**src/design/rpms_pkg.sv**
```systemverilog
// Shared types, constants and codes for the posture mode sequencer.
`timescale 1ns / 1ps

package rpms_pkg;

    localparam int JOINT_COUNT_DEF = 21;
    localparam int JOINT_W         = 5;
    localparam int ANGLE_W         = 16;
    localparam int GUARD_W         = 16;
    localparam int RAMP_W          = 17;
    localparam int CFG_IDX_W       = 2;
    localparam int EVT_W           = 4;
    localparam int MODE_W          = 3;

    localparam logic [ANGLE_W-1:0] ANGLE_HALF = 16'h8000;
    localparam logic [RAMP_W-1:0]  RAMP_ONE   = 17'h10000;
    localparam logic [GUARD_W-1:0] TICKS_MAX  = 16'hFFFF;

    localparam logic [GUARD_W-1:0] START_GUARD_RST  = 16'd250;
    localparam logic [GUARD_W-1:0] SWITCH_GUARD_RST = 16'd400;
    localparam logic [GUARD_W-1:0] MODE_GUARD_RST   = 16'd100;
    localparam logic [RAMP_W-1:0]  RAMP_INC_RST     = 17'd66;

    // Configuration register indexes
    localparam logic [CFG_IDX_W-1:0] CFG_START_GUARD  = 2'd0;
    localparam logic [CFG_IDX_W-1:0] CFG_SWITCH_GUARD = 2'd1;
    localparam logic [CFG_IDX_W-1:0] CFG_MODE_GUARD   = 2'd2;
    localparam logic [CFG_IDX_W-1:0] CFG_RAMP_INC     = 2'd3;

    // Event codes carried in the mode field of an input item
    localparam logic [EVT_W-1:0] EV_TICK     = 4'd0;
    localparam logic [EVT_W-1:0] EV_SAMPLE   = 4'd1;
    localparam logic [EVT_W-1:0] EV_LOAD_LIE = 4'd2;
    localparam logic [EVT_W-1:0] EV_LOAD_STD = 4'd3;
    localparam logic [EVT_W-1:0] EV_START    = 4'd4;
    localparam logic [EVT_W-1:0] EV_SWITCH   = 4'd5;
    localparam logic [EVT_W-1:0] EV_WALK     = 4'd6;
    localparam logic [EVT_W-1:0] EV_DANCE    = 4'd7;
    localparam logic [EVT_W-1:0] EV_WALK13   = 4'd8;
    localparam logic [EVT_W-1:0] EV_POSITION = 4'd9;
    localparam logic [EVT_W-1:0] EV_STOP     = 4'd10;

    typedef enum logic [MODE_W-1:0] {
        MODE_DEFAULT = 3'd0,
        MODE_LIE     = 3'd1,
        MODE_STAND   = 3'd2,
        MODE_WALK    = 3'd3,
        MODE_DANCE   = 3'd4,
        MODE_WALK13  = 3'd5
    } t_mode;

    typedef enum logic [2:0] {
        ST_IDLE,
        ST_CAPTURE,
        ST_READ,
        ST_MULT,
        ST_EMIT,
        ST_WAIT
    } t_state;

    typedef struct packed {
        logic [EVT_W-1:0]          mode;
        logic [JOINT_W-1:0]        joint_index;
        logic signed [ANGLE_W-1:0] position_value;
    } t_in_item;

    typedef struct packed {
        logic [JOINT_W-1:0]        out_joint;
        logic signed [ANGLE_W-1:0] target_position;
        logic                      gain_set;
        logic                      driven;
        logic [MODE_W-1:0]         current_mode;
        logic                      last;
    } t_out_item;

    typedef struct packed {
        logic take_item;
        logic idx_clr;
        logic idx_inc;
        logic cap_step;
        logic rd;
        logic mul;
        logic load_out;
        logic finish_tick;
    } t_cmd;

    typedef struct packed {
        logic item_is_tick;
        logic item_captures;
        logic idx_last;
        logic out_taken;
    } t_sts;

endpackage

```
**src/design/rpms_ctrl.sv**
```systemverilog
// Controller state machine: sequences events, capture sweeps and per-joint commands.
`timescale 1ns / 1ps

module rpms_ctrl import rpms_pkg::*; (
    input  logic i_clk,
    input  logic i_rst_n,
    input  logic i_in_valid,
    output logic o_in_ready,
    input  t_sts i_sts,
    output t_cmd o_cmd
);

    t_state r_state;
    t_state n_state;

    always_ff @(posedge i_clk) begin
        if (!i_rst_n) begin
            r_state <= ST_IDLE;
        end else begin
            r_state <= n_state;
        end
    end

    always_comb begin
        n_state = r_state;
        case (r_state)
            ST_IDLE: begin
                if (i_in_valid) begin
                    if (i_sts.item_is_tick) begin
                        n_state = ST_READ;
                    end else if (i_sts.item_captures) begin
                        n_state = ST_CAPTURE;
                    end
                end
            end
            ST_CAPTURE: begin
                if (i_sts.idx_last) begin
                    n_state = ST_IDLE;
                end
            end
            ST_READ: n_state = ST_MULT;
            ST_MULT: n_state = ST_EMIT;
            ST_EMIT: n_state = ST_WAIT;
            ST_WAIT: begin
                if (i_sts.out_taken) begin
                    n_state = i_sts.idx_last ? ST_IDLE : ST_READ;
                end
            end
            default: n_state = ST_IDLE;
        endcase
    end

    always_comb begin
        o_cmd      = '0;
        o_in_ready = 1'b0;
        case (r_state)
            ST_IDLE: begin
                o_in_ready      = 1'b1;
                o_cmd.take_item = i_in_valid;
                o_cmd.idx_clr   = i_in_valid;
            end
            ST_CAPTURE: begin
                o_cmd.cap_step = 1'b1;
                o_cmd.idx_inc  = 1'b1;
            end
            ST_READ: o_cmd.rd = 1'b1;
            ST_MULT: o_cmd.mul = 1'b1;
            ST_EMIT: o_cmd.load_out = 1'b1;
            ST_WAIT: begin
                if (i_sts.out_taken) begin
                    o_cmd.finish_tick = i_sts.idx_last;
                    o_cmd.idx_inc     = !i_sts.idx_last;
                end
            end
            default: o_cmd = '0;
        endcase
    end

endmodule

```
**src/design/rpms_dp.sv**
```systemverilog
// Datapath: mode state, configuration, joint stores, blend multiplier and output register.
`timescale 1ns / 1ps

module rpms_dp import rpms_pkg::*; #(
    parameter int JOINT_COUNT = JOINT_COUNT_DEF
) (
    input  logic                 i_clk,
    input  logic                 i_rst_n,
    input  t_in_item             i_in_data,
    input  logic                 i_cfg_valid,
    input  logic [CFG_IDX_W-1:0] i_cfg_index,
    input  logic [RAMP_W-1:0]    i_cfg_data,
    input  logic                 i_out_ready,
    output logic                 o_out_valid,
    output t_out_item            o_out_data,
    input  t_cmd                 i_cmd,
    output t_sts                 o_sts
);

    localparam int IDX_W = (JOINT_COUNT > 1) ? $clog2(JOINT_COUNT) : 1;

    // Configuration
    logic [GUARD_W-1:0] r_start_guard;
    logic [GUARD_W-1:0] r_switch_guard;
    logic [GUARD_W-1:0] r_mode_guard;
    logic [RAMP_W-1:0]  r_ramp_inc;

    always_ff @(posedge i_clk) begin
        if (!i_rst_n) begin
            r_start_guard  <= START_GUARD_RST;
            r_switch_guard <= SWITCH_GUARD_RST;
            r_mode_guard   <= MODE_GUARD_RST;
            r_ramp_inc     <= RAMP_INC_RST;
        end else if (i_cfg_valid) begin
            case (i_cfg_index)
                CFG_START_GUARD:  r_start_guard  <= i_cfg_data[GUARD_W-1:0];
                CFG_SWITCH_GUARD: r_switch_guard <= i_cfg_data[GUARD_W-1:0];
                CFG_MODE_GUARD:   r_mode_guard   <= i_cfg_data[GUARD_W-1:0];
                CFG_RAMP_INC:     r_ramp_inc     <= i_cfg_data;
                default: ;
            endcase
        end
    end

    // Mode state
    t_mode              r_mode,    n_mode;
    logic               r_started, n_started;
    logic [RAMP_W-1:0]  r_ramp,    n_ramp;
    logic [GUARD_W-1:0] r_ticks,   n_ticks;
    logic               r_stop,    n_stop;
    logic [IDX_W-1:0]   r_idx;

    logic [EVT_W-1:0]   ev;
    logic [GUARD_W-1:0] guard;
    logic               guarded_ev;
    logic               accepted;
    logic               ev_capture;
    logic [RAMP_W:0]    ramp_sum;
    logic               in_range;
    logic [IDX_W-1:0]   j_idx;

    assign ev       = i_in_data.mode;
    assign in_range = {1'b0, i_in_data.joint_index} < (JOINT_W + 1)'(JOINT_COUNT);
    assign j_idx    = i_in_data.joint_index[IDX_W-1:0];

    always_comb begin
        case (ev)
            EV_START:  guard = r_start_guard;
            EV_SWITCH: guard = r_switch_guard;
            default:   guard = r_mode_guard;
        endcase
        guarded_ev = (ev >= EV_START) && (ev <= EV_POSITION);
        accepted   = guarded_ev && (r_ticks > guard);
    end

    // Events that copy the measured angles into the captured store
    always_comb begin
        ev_capture = 1'b0;
        if (accepted) begin
            case (ev)
                EV_START:    ev_capture = !r_started;
                EV_SWITCH:   ev_capture = r_started && (r_mode == MODE_STAND);
                EV_POSITION: ev_capture = (r_mode == MODE_DEFAULT) || (r_mode == MODE_WALK13);
                default:     ev_capture = 1'b0;
            endcase
        end
    end

    assign ramp_sum = {1'b0, r_ramp} + {1'b0, r_ramp_inc};

    always_comb begin
        n_mode    = r_mode;
        n_started = r_started;
        n_ramp    = r_ramp;
        n_ticks   = r_ticks;
        n_stop    = r_stop;
        if (i_cmd.take_item) begin
            if (ev == EV_STOP) begin
                n_stop = 1'b1;
            end else if (accepted) begin
                n_ticks = '0;
                case (ev)
                    EV_START: begin
                        n_started = !r_started;
                        if (!r_started) begin
                            n_ramp = '0;
                            n_mode = MODE_LIE;
                        end else begin
                            n_mode = MODE_DEFAULT;
                        end
                    end
                    EV_SWITCH: begin
                        if (r_started && r_mode == MODE_STAND) begin
                            n_ramp = '0;
                            n_mode = MODE_LIE;
                        end else if (r_started && r_mode == MODE_LIE) begin
                            n_ramp = '0;
                            n_mode = MODE_STAND;
                        end
                    end
                    EV_WALK: begin
                        if (r_mode == MODE_STAND || r_mode == MODE_WALK13) begin
                            n_mode = MODE_WALK;
                        end
                    end
                    EV_DANCE: begin
                        if (r_mode == MODE_WALK || r_mode == MODE_STAND || r_mode == MODE_LIE) begin
                            n_mode = MODE_DANCE;
                        end
                    end
                    EV_WALK13: begin
                        if (r_mode == MODE_STAND || r_mode == MODE_WALK) begin
                            n_mode = MODE_WALK13;
                        end
                    end
                    default: begin
                        if (r_mode == MODE_WALK) begin
                            n_mode = MODE_STAND;
                        end else if (r_mode == MODE_DEFAULT || r_mode == MODE_WALK13) begin
                            n_ramp = '0;
                            n_mode = MODE_LIE;
                        end
                    end
                endcase
            end
        end
        if (i_cmd.finish_tick) begin
            if (r_mode == MODE_LIE || r_mode == MODE_STAND) begin
                n_ramp = (ramp_sum > {1'b0, RAMP_ONE}) ? RAMP_ONE : ramp_sum[RAMP_W-1:0];
            end
            if (r_stop) begin
                n_stop = 1'b0;
                n_mode = MODE_DEFAULT;
            end
            if (r_ticks != TICKS_MAX) begin
                n_ticks = r_ticks + GUARD_W'(1);
            end
        end
    end

    always_ff @(posedge i_clk) begin
        if (!i_rst_n) begin
            r_mode    <= MODE_DEFAULT;
            r_started <= 1'b0;
            r_ramp    <= '0;
            r_ticks   <= TICKS_MAX;
            r_stop    <= 1'b0;
            r_idx     <= '0;
        end else begin
            r_mode    <= n_mode;
            r_started <= n_started;
            r_ramp    <= n_ramp;
            r_ticks   <= n_ticks;
            r_stop    <= n_stop;
            if (i_cmd.idx_clr) begin
                r_idx <= '0;
            end else if (i_cmd.idx_inc) begin
                r_idx <= r_idx + IDX_W'(1);
            end
        end
    end

    // Measured angles: read as zero until sampled
    logic [ANGLE_W-1:0]     r_meas [JOINT_COUNT];
    logic [JOINT_COUNT-1:0] r_meas_vld;
    logic                   meas_we;
    logic                   lie_we;
    logic                   std_we;

    assign meas_we = i_cmd.take_item && (ev == EV_SAMPLE) && in_range;
    assign lie_we  = i_cmd.take_item && (ev == EV_LOAD_LIE) && in_range;
    assign std_we  = i_cmd.take_item && (ev == EV_LOAD_STD) && in_range;

    always_ff @(posedge i_clk) begin
        if (!i_rst_n) begin
            r_meas_vld <= '0;
        end else if (meas_we) begin
            r_meas_vld[j_idx] <= 1'b1;
        end
    end

    always_ff @(posedge i_clk) begin
        if (meas_we) begin
            r_meas[j_idx] <= i_in_data.position_value;
        end
    end

    // Captured, lie and stand stores
    logic [ANGLE_W-1:0] r_cap_mem [JOINT_COUNT];
    logic [ANGLE_W-1:0] r_lie_mem [JOINT_COUNT];
    logic [ANGLE_W-1:0] r_std_mem [JOINT_COUNT];
    logic [ANGLE_W-1:0] r_cap_rd;
    logic [ANGLE_W-1:0] r_lie_rd;
    logic [ANGLE_W-1:0] r_std_rd;

    always_ff @(posedge i_clk) begin
        if (i_cmd.cap_step) begin
            r_cap_mem[r_idx] <= r_meas_vld[r_idx] ? r_meas[r_idx] : '0;
        end
        if (i_cmd.rd) begin
            r_cap_rd <= r_cap_mem[r_idx];
        end
    end

    always_ff @(posedge i_clk) begin
        if (lie_we) begin
            r_lie_mem[j_idx] <= i_in_data.position_value;
        end
        if (i_cmd.rd) begin
            r_lie_rd <= r_lie_mem[r_idx];
        end
    end

    always_ff @(posedge i_clk) begin
        if (std_we) begin
            r_std_mem[j_idx] <= i_in_data.position_value;
        end
        if (i_cmd.rd) begin
            r_std_rd <= r_std_mem[r_idx];
        end
    end

    // Blend: base*(1-f) + goal*f == base + (goal-base)*f, in offset binary
    logic [ANGLE_W-1:0]         blend_a;
    logic [ANGLE_W-1:0]         blend_b;
    logic signed [ANGLE_W:0]    diff;
    logic signed [ANGLE_W+RAMP_W+1:0] r_prod;
    logic [ANGLE_W-1:0]         r_base;
    logic [2*ANGLE_W+3:0]       blend_sum;
    logic [ANGLE_W-1:0]         blend_out;

    always_comb begin
        if (r_mode == MODE_STAND) begin
            blend_a = r_lie_rd;
            blend_b = r_std_rd;
        end else begin
            blend_a = r_cap_rd;
            blend_b = r_lie_rd;
        end
        diff = $signed({1'b0, blend_b ^ ANGLE_HALF}) - $signed({1'b0, blend_a ^ ANGLE_HALF});
    end

    always_ff @(posedge i_clk) begin
        if (i_cmd.mul) begin
            r_prod <= diff * $signed({1'b0, r_ramp});
            r_base <= blend_a ^ ANGLE_HALF;
        end
    end

    assign blend_sum = {4'b0, r_base, ANGLE_HALF} + {r_prod[ANGLE_W+RAMP_W+1], r_prod};
    assign blend_out = blend_sum[2*ANGLE_W-1:ANGLE_W] ^ ANGLE_HALF;

    // Output register
    t_out_item r_out;
    logic      r_out_vld;
    logic      idx_last;

    assign idx_last = (r_idx == IDX_W'(JOINT_COUNT - 1));

    always_ff @(posedge i_clk) begin
        if (!i_rst_n) begin
            r_out_vld <= 1'b0;
        end else if (i_cmd.load_out) begin
            r_out_vld <= 1'b1;
        end else if (i_out_ready) begin
            r_out_vld <= 1'b0;
        end
    end

    always_ff @(posedge i_clk) begin
        if (i_cmd.load_out) begin
            r_out.out_joint    <= JOINT_W'(r_idx);
            r_out.current_mode <= r_mode;
            r_out.last         <= idx_last;
            case (r_mode)
                MODE_LIE, MODE_STAND: begin
                    r_out.target_position <= blend_out;
                    r_out.gain_set        <= 1'b1;
                    r_out.driven          <= 1'b1;
                end
                MODE_DEFAULT: begin
                    r_out.target_position <= '0;
                    r_out.gain_set        <= 1'b0;
                    r_out.driven          <= 1'b1;
                end
                default: begin
                    r_out.target_position <= '0;
                    r_out.gain_set        <= 1'b0;
                    r_out.driven          <= 1'b0;
                end
            endcase
        end
    end

    assign o_out_valid = r_out_vld;
    assign o_out_data  = r_out;

    assign o_sts.item_is_tick  = (ev == EV_TICK);
    assign o_sts.item_captures = ev_capture;
    assign o_sts.idx_last      = idx_last;
    assign o_sts.out_taken     = r_out_vld && i_out_ready;

endmodule

```
**src/design/robot_posture_mode_sequencer_top.sv**
```systemverilog
// Top level of the posture mode sequencer: controller plus datapath.
`timescale 1ns / 1ps
// Sequencing: after a tick item is accepted, each joint in turn is read, multiplied,
// loaded into the output register and handed over, so a tick holds the input until
// its last joint command is taken. Other events are taken straight from idle; an
// event that captures holds the input for the copy sweep over the measured store.
// One item is in flight at a time.
// Reset (synchronous, active low) restores default mode, the register defaults
// and an all-zero measured store; pose and captured stores are not cleared.

module robot_posture_mode_sequencer_top import rpms_pkg::*; #(
    parameter int JOINT_COUNT = JOINT_COUNT_DEF
) (
    input  logic                 i_clk,
    input  logic                 i_rst_n,
    // Input items: events, samples, pose loads and ticks
    input  logic                 i_in_valid,
    output logic                 o_in_ready,
    input  t_in_item             i_in_data,
    // Result items: one command per joint on each tick
    output logic                 o_out_valid,
    input  logic                 i_out_ready,
    output t_out_item            o_out_data,
    // Register writes
    input  logic                 i_cfg_valid,
    output logic                 o_cfg_ready,
    input  logic [CFG_IDX_W-1:0] i_cfg_index,
    input  logic [RAMP_W-1:0]    i_cfg_data
);

    t_cmd cmd;
    t_sts sts;

    // Registers are to be written only while idle; the block does not enforce this, so always take the write
    assign o_cfg_ready = 1'b1;

    // Sequence the item: accept, sweep capture, or walk the joints
    rpms_ctrl u_ctrl (
        .i_clk      (i_clk),
        .i_rst_n    (i_rst_n),
        .i_in_valid (i_in_valid),
        .o_in_ready (o_in_ready),
        .i_sts      (sts),
        .o_cmd      (cmd)
    );

    // Hold mode state, stores, blend arithmetic and the output register
    rpms_dp #(
        .JOINT_COUNT (JOINT_COUNT)
    ) u_dp (
        .i_clk       (i_clk),
        .i_rst_n     (i_rst_n),
        .i_in_data   (i_in_data),
        .i_cfg_valid (i_cfg_valid),
        .i_cfg_index (i_cfg_index),
        .i_cfg_data  (i_cfg_data),
        .i_out_ready (i_out_ready),
        .o_out_valid (o_out_valid),
        .o_out_data  (o_out_data),
        .i_cmd       (cmd),
        .o_sts       (sts)
    );

endmodule
```
**config.mk**
```make
export PLATFORM = sky130hd
export DESIGN_NAME = robot_posture_mode_sequencer_top
export DESIGN_NICKNAME = d
export VERILOG_FILES = /design/src/design/rpms_pkg.sv /design/src/design/rpms_ctrl.sv /design/src/design/rpms_dp.sv /design/src/design/robot_posture_mode_sequencer_top.sv
export SDC_FILE = /design/constraint.sdc
export NUM_CORES = 2
export LEC_CHECK = 0
export BUFFER_PORTS_ARGS = -buffer_cell sky130_fd_sc_hd__buf_2
export CAP_MARGIN = 20
export CORE_ASPECT_RATIO = 1.1
export CORE_MARGIN = 3
export CORE_UTILIZATION = 45
export CTS_CLUSTER_DIAMETER = 50
export DETAILED_ROUTE_END_ITERATION = 16
export PLACE_DENSITY = 0.68
export SLEW_MARGIN = 20
export SYNTH_ARGS = -nofsm -noshare
export SYNTH_HDL_FRONTEND = slang
export SYNTH_SLANG_ARGS = --single-unit
```
**constraint.sdc**
```tcl
create_clock -name i_clk -period 15.95 [get_ports i_clk]
set_clock_uncertainty 0.05 [all_clocks]
set_input_delay 1.595 -clock i_clk [delete_from_list [all_inputs] [get_ports i_clk]]
set_output_delay 1.595 -clock i_clk [all_outputs]
set_load 0.01 [all_outputs]
```
======== Yosys cells after proc, flatten, opt, wreduce, memory -nomap -nowiden ========
Memory sizes are Yosys's and may differ from the RTL's. A register that Yosys moved wholly into a read port is not among the register bits.
Cells that the tools add are included.
Widths: inputs -> output; s select.
word-level totals
  register bits after elaboration ......... 208
  memory bits (writable) .................. 1344
  output and inout bits ................... 30
  word-level logic and storage cells ...... 181
  memories kept ........................... 4
operators by class
  $add $sub $neg .......................... 5
  $mul .................................... 1
  order comparisons ....................... 8
  eq/ne operators ......................... 28
  muxes and demuxes ....................... 75
  bitwise operators ....................... 6
  reduce and logical (&&, ||, !) cells .... 33
memories
  memory          depth  bits a word  read ports  clocked after memory_dff  wr ports  RTL line        text
  u_dp.r_cap_mem  21     16           1           1                         1         rpms_dp.sv:209  logic [ANGLE_W-1:0] r_cap_mem [JOINT_COUNT];
  u_dp.r_lie_mem  21     16           1           1                         1         rpms_dp.sv:210  logic [ANGLE_W-1:0] r_lie_mem [JOINT_COUNT];
  u_dp.r_meas     21     16           1           1                         1         rpms_dp.sv:184  logic [ANGLE_W-1:0] r_meas [JOINT_COUNT];
  u_dp.r_std_mem  21     16           1           1                         1         rpms_dp.sv:211  logic [ANGLE_W-1:0] r_std_mem [JOINT_COUNT];
operators by type and width
  kind                   count
  $mux 17                11
  $mux 16                8
  $mux 3                 17
  $pmux 17 s3            1
  $pmux 18 s2            1
  $add 32x32->32         1
  $mul 17x18->32         1
  $pmux 16 s2            1
  $mux 1                 26
  $or 21x21->21          1
  $add 17x17->18         1
  $gt 18x17->1 const B   1
  $pmux 3 s6             1
  $sub 16x16->17         1
  $add 16x1->16 const B  1
  $eq 4x3->1 const B     4
  $gt 16x16->1           1
  $ne 16x16->1 const B   1
  $pmux 3 s5             1
  $eq 3x2->1 const B     4
  $eq 4x4->1 const B     3
  $logic_and 1x1->1      12
  $lt 5x6->1 const B     2
  $mux 5                 2
  31 further kinds       53

======== Logic depth before layout (Yosys ltp) ========
  word-level depth ........................ 10
  mapped depth ............................ 38
  depth with buffers taken out ............ 36

======== By module ========
Synthesis repeated with hierarchy kept, for this count alone.
unflattened totals
  cells, all modules ...................... 4430
  area total of the unflattened synthesis .. 72201.7 um^2
by module, submodules not included
  module                            times used  cells each  area each (um^2)  sequential area each (um^2)
  rpms_dp                           1           4396        71937.7           46304.4
  rpms_ctrl                         1           32          252.7             60.1
  robot_posture_mode_sequencer_top  1           2           11.3              0.0

======== Worst setup path before layout ========
No wires, ideal clock.
  path kind ............................... register -> register
  start point ............................. register u_dp.r_mode[0]
  end point ............................... register u_dp.r_prod[31], data pin
  data arrival time ....................... 8.882 ns
  data required time ...................... 15.632 ns
  slack ................................... 6.750 ns
  cell stages (with the launch flop) ...... 35
  cells stage by stage .................... dfxtp_1 nand2b_1 nor2_1 clkbuf_1 mux2i_1 ha_1 nor2b_1 o21a_1 o21ai_1 a21oi_1 a41o_1 o41a_1 a21o_1 a21oi_1 xnor2_1 clkbuf_1 nand2_1 fa_1 inv_1 fa_1 fa_1 fa_1 fa_1 inv_1 fa_1 inv_1 ha_1 a21oi_1 nor2b_1 o41a_1 o211ai_1 a21oi_1 a21oi_1 xnor2_1 xnor3_1
on the way
  longest elaborated chain between the ends .. 5
  elaborated cells between the ends (all ways) .. 7
  those cells by class .................... add/sub: 1; mul: 1; eq/ne: 1; mux: 2; bitwise: 2
RTL lines
  item                        RTL line        text
  start, declared             rpms_dp.sv:46   t_mode r_mode, n_mode;
  start signal, assigned      rpms_dp.sv:170  r_mode <= n_mode;
  $eq 3x2->1 (*)              rpms_dp.sv:253  if (r_mode == MODE_STAND) begin
  $mux 16                     rpms_dp.sv:253
  $not 1->1 (no source line)  n/a
  $sub 16x16->17 (*)          rpms_dp.sv:260  diff = $signed({1'b0, blend_b ^ ANGLE_HALF}) - $signed({1'b0, blend_a ^ ANGLE_HALF});
  $mul 17x18->32 (*)          rpms_dp.sv:265  r_prod <= diff * $signed({1'b0, r_ramp});
  end signal, assigned        rpms_dp.sv:265
  end, declared               rpms_dp.sv:247  logic signed [ANGLE_W+RAMP_W+1:0] r_prod;
Every way passes the cells marked *; elsewhere a longest branch is shown, timed or not.
A chain may end at the register's enable or synchronous reset.

======== Final worst setup path ========
  start point ............................. register u_dp.r_mode[1]
  end point ............................... register u_dp.r_prod[31], data pin
The elaborated chain is that of the path after synthesis.

==> results.sh <==
export IMPL_cts_max_path_buffers=3
export IMPL_vias=39400
export IMPL_antenna_found_initial=10
export IMPL_p_seq_share_pct=52.3
export IMPL_grt_pass1_wl_um=258000
export IMPL_switching_share_pct=21.4
export IMPL_avgSynthCellArea_sq_um=16.1
export IMPL_ant_nets=0
export IMPL_slowest_delay_ns=0.53
export IMPL_power_internal_uw=6850
export IMPL_top_layer="met5"
export IMPL_hpwl_um=108000
export IMPL_clkSinkCount=1590
export IMPL_dpl_cell_area_sq_um=75700
export IMPL_critPathBufInv=5
export IMPL_drv_cap=0
export IMPL_drt_iter0_drc=3719
export IMPL_synth_xor_area_share_pct=0.796
export IMPL_outcome="completed"
export IMPL_wl_met3_um=11300
export IMPL_synth_compound_area_share_pct=4.32
export IMPL_start_kind="flip-flop"
export IMPL_synth_seq_cells=1590
export IMPL_path_class="flip-flop to flip-flop"
export IMPL_ys_warn_count=0
export IMPL_async_reset_ff_share_pct=0
export IMPL_grt_max_degree=130
export IMPL_syn_inst=4479
export IMPL_tightest_slew_ns=1.17
export IMPL_cts_resized=0
export IMPL_arrival_ns=10.24
export IMPL_grt_pass1_vias=40300
export IMPL_drv_slew=0
export IMPL_yosysUniqueCellTypes=74
export IMPL_p_switching_uw=1860
export IMPL_path_max_fanout=34
export IMPL_end_kind="flip-flop"
export IMPL_post_place_cells=6571
export IMPL_mostFrequentLayoutCell="edfxtp_1"
export IMPL_p_leak_uw=0.0277
export IMPL_synth_area_sq_um=72200
export IMPL_dr_wl_met2_um=85600
export IMPL_final_min_clock_period_ns=9.80
export IMPL_peakVddDrop_v=0.0000946
export IMPL_ys_flop_type="edfxtp_1"
export IMPL_synth_simple_area_share_pct=6.18
export IMPL_layout_nets=5096
export IMPL_drive_above_1_share_pct=19.9
export IMPL_met1_length_um=69100
export IMPL_dieHeight_um=426
export IMPL_io_pins=79
export IMPL_fill_cells=12700
export IMPL_power_density_nw_per_um2=107
export IMPL_fmax_mhz=102
export IMPL_place_congestion=0.855
export IMPL_synth_seq_area_share_pct=64.3
export IMPL_final_cell_mix="edfxtp_1, nand2_1, mux4_2, inv_1, fa_1"
export IMPL_share_comb_of_total_power_pct=3.8
export IMPL_cts_buffers=164
export IMPL_final_cells=6874
export IMPL_cts_setup_buffers=0
export IMPL_grt_setup_unrepaired="no"
export IMPL_routed_wl_um=171000
export IMPL_dr_pass1_iters=6
export IMPL_cts_root_buf="clkbuf_16"
export IMPL_finalSetupTns_ns=0
export IMPL_h_tree_depth=4
export IMPL_synth_edf_count=1452
export IMPL_fin_area_sq_um=81200
export IMPL_slew_headroom_pct=21.7
export IMPL_fin_crit_sh_pct=61.4
export IMPL_worstPathRequired_ns=16.40
export IMPL_wl_per_cell_um=24.9
export IMPL_critical_path_slowest_cell="fa_1"
export IMPL_grt_total_usage_pct=20.8
export IMPL_synth_top_family_by_area="multiplexers"
export IMPL_finalSetupViolCount=0
export IMPL_initial_core_util_pct=45.5
export IMPL_clock_latency_ns=0.81
export IMPL_cts_tree="built"
export IMPL_synthMuxAreaShare_pct=12.3
export IMPL_hold_viol=0
export IMPL_syn_num_nets=4930
export IMPL_overflow=0
export IMPL_synth_fa_ha_area_share_pct=9.32
export IMPL_hp_class="flip-flop to flip-flop"
export IMPL_clk_pin_slew_ns=0.06
export IMPL_p_clk_share_pct=43.8
export IMPL_core_area_sq_um=159000
export IMPL_cp_top_family="adder cells"
export IMPL_dieArea_sq_um=165000
export IMPL_num_rows=153
export IMPL_die_x_um=388
export IMPL_ctsHoldBuffers=0
export IMPL_post_route_drc_count=0
export IMPL_io_buffers=77
export IMPL_syn_to_final_growth_pct=12.6
export IMPL_via_per_inst=5.73
[sequential cells by signal, summed over array words and instances (netlist names), 17 cells and up, named ones only]
signal and count:
u_dp.r_meas 336, u_dp.o_out_data 27, u_dp.r_cap_mem 336, u_dp.r_ramp_inc 17, u_dp.r_lie_mem 336, u_dp.r_std_mem 336
u_dp.r_meas_vld 21, u_dp.r_ramp 17, u_dp.r_prod 17
[power by group through the flow]
| stage | Combinational (uW) | Clock [uW] | Sequential (uW) |
|---|---|---|---|
| 6_report | 334 | 3820 | 4560 |
| 5_1_grt | 364 | 4050 | 4560 |
| 4_1_cts | 337 | 3880 | 4560 |
| 3_5_place_dp | 336 | 0 | 4650 |
| 3_3_place_gp | 330 | 0 | 4650 |
| 2_1_floorplan | 210 | 0 | 4640 |
[kinds of logic (layout without fill, tap and decap cells)]
family / Yosys count / in the layout
multiplexers: 454 / 454
other: 1 / 9
XOR/XNOR: 64 / 64
AND/OR/NAND/NOR: 980 / 980
adder cells (fa/ha/maj): 402 / 402
AO/OA/AOI/OAI: 452 / 452
buffers and inverters: 536 / 831
flip-flops: 1590 / 1590
[metal layers]
layer	vias up	track usage [%]
met5	-	0
met4	2	6.61
met3	280	3.52
met2	1398	34.8
met1	20600	27.9
li1	17100	-
[Yosys cell counts (34+ instances only)]
master    instances  area [sq um]
a21boi_0         53           398
a21oi_1          73           365
a22oi_1          98           736
and2_1          102           638
buf_1            36           135
clkbuf_1        187           702
dfxtp_1         138          2760
edfxtp_1       1452         43600
fa_1            226          4520
ha_1            176          2200
inv_1           309          1160
mux2_2           64           721
mux2i_1          49           490
mux4_2          341          7680
nand2_1         431          1620
nand3_1          98           490
nor2_1          197           739
nor2b_1          34           213
o21a_1           39           293
o21ai_0          64           320
xnor2_1          42           368
[layout make-up]
| cell class | count | area (sq um) | area share [%] |
|---|---|---|---|
| diodes | 8 | 20.0 | 0.0246 |
| clock buffers | 196 | 4270 | 5.26 |
| clock inverters | 99 | 1210 | 1.49 |
| inverters | 310 | 1160 | 1.43 |
| multi-input cells | 2353 | 24000 | 29.5 |
| flip-flops and latches | 1590 | 46400 | 57.1 |
| well taps | 2092 | 2620 | 3.22 |
| repair buffers | 226 | 1570 | 1.93 |
[through the flow]
step | hold WS, ns | setup WS, ns | power (uW) | utilization [%]
floorplan | 0.356 | 6.75 | 4850 | -
global placement | 0.384 | 6.34 | 4980 | 47.7
detailed placement | 0.399 | 6.16 | 4980 | 47.7
CTS | 0.406 | 6.14 | 8780 | 51.2
global route | 0.435 | 5.58 | 8970 | 51.2
finish | 0.408 | 6.15 | 8710 | 51.2
[worst register-to-register path, delay by kind of cell, from the launching register on]
family,cells,cell delay [ns]
AOI/OAI and AO/OA,13,3.17
xor gates and xnor gates,3,0.63
adders and majority gates,8,3.27
buffers and inverters,5,0.83
DFF,1,0.52
muxes,1,0.45
and+or+nand+nor,5,0.60
[path summary, 6_finish.rpt]
| kind | start | to | slack [ns] | depth (start not counted) |
|---|---|---|---|---|
| max | u_dp.r_mode[1] | u_dp.r_prod[31] | 6.15 | 35 |
| min | u_dp.r_stop | u_dp.r_stop | 0.41 | 2 |
| max reg2reg | u_dp.r_mode[1] | u_dp.r_prod[31] | 6.15 | 35 |
| min reg2reg | u_dp.r_stop | u_dp.r_stop | 0.41 | 2 |
(Power assumes the default switching activity.)
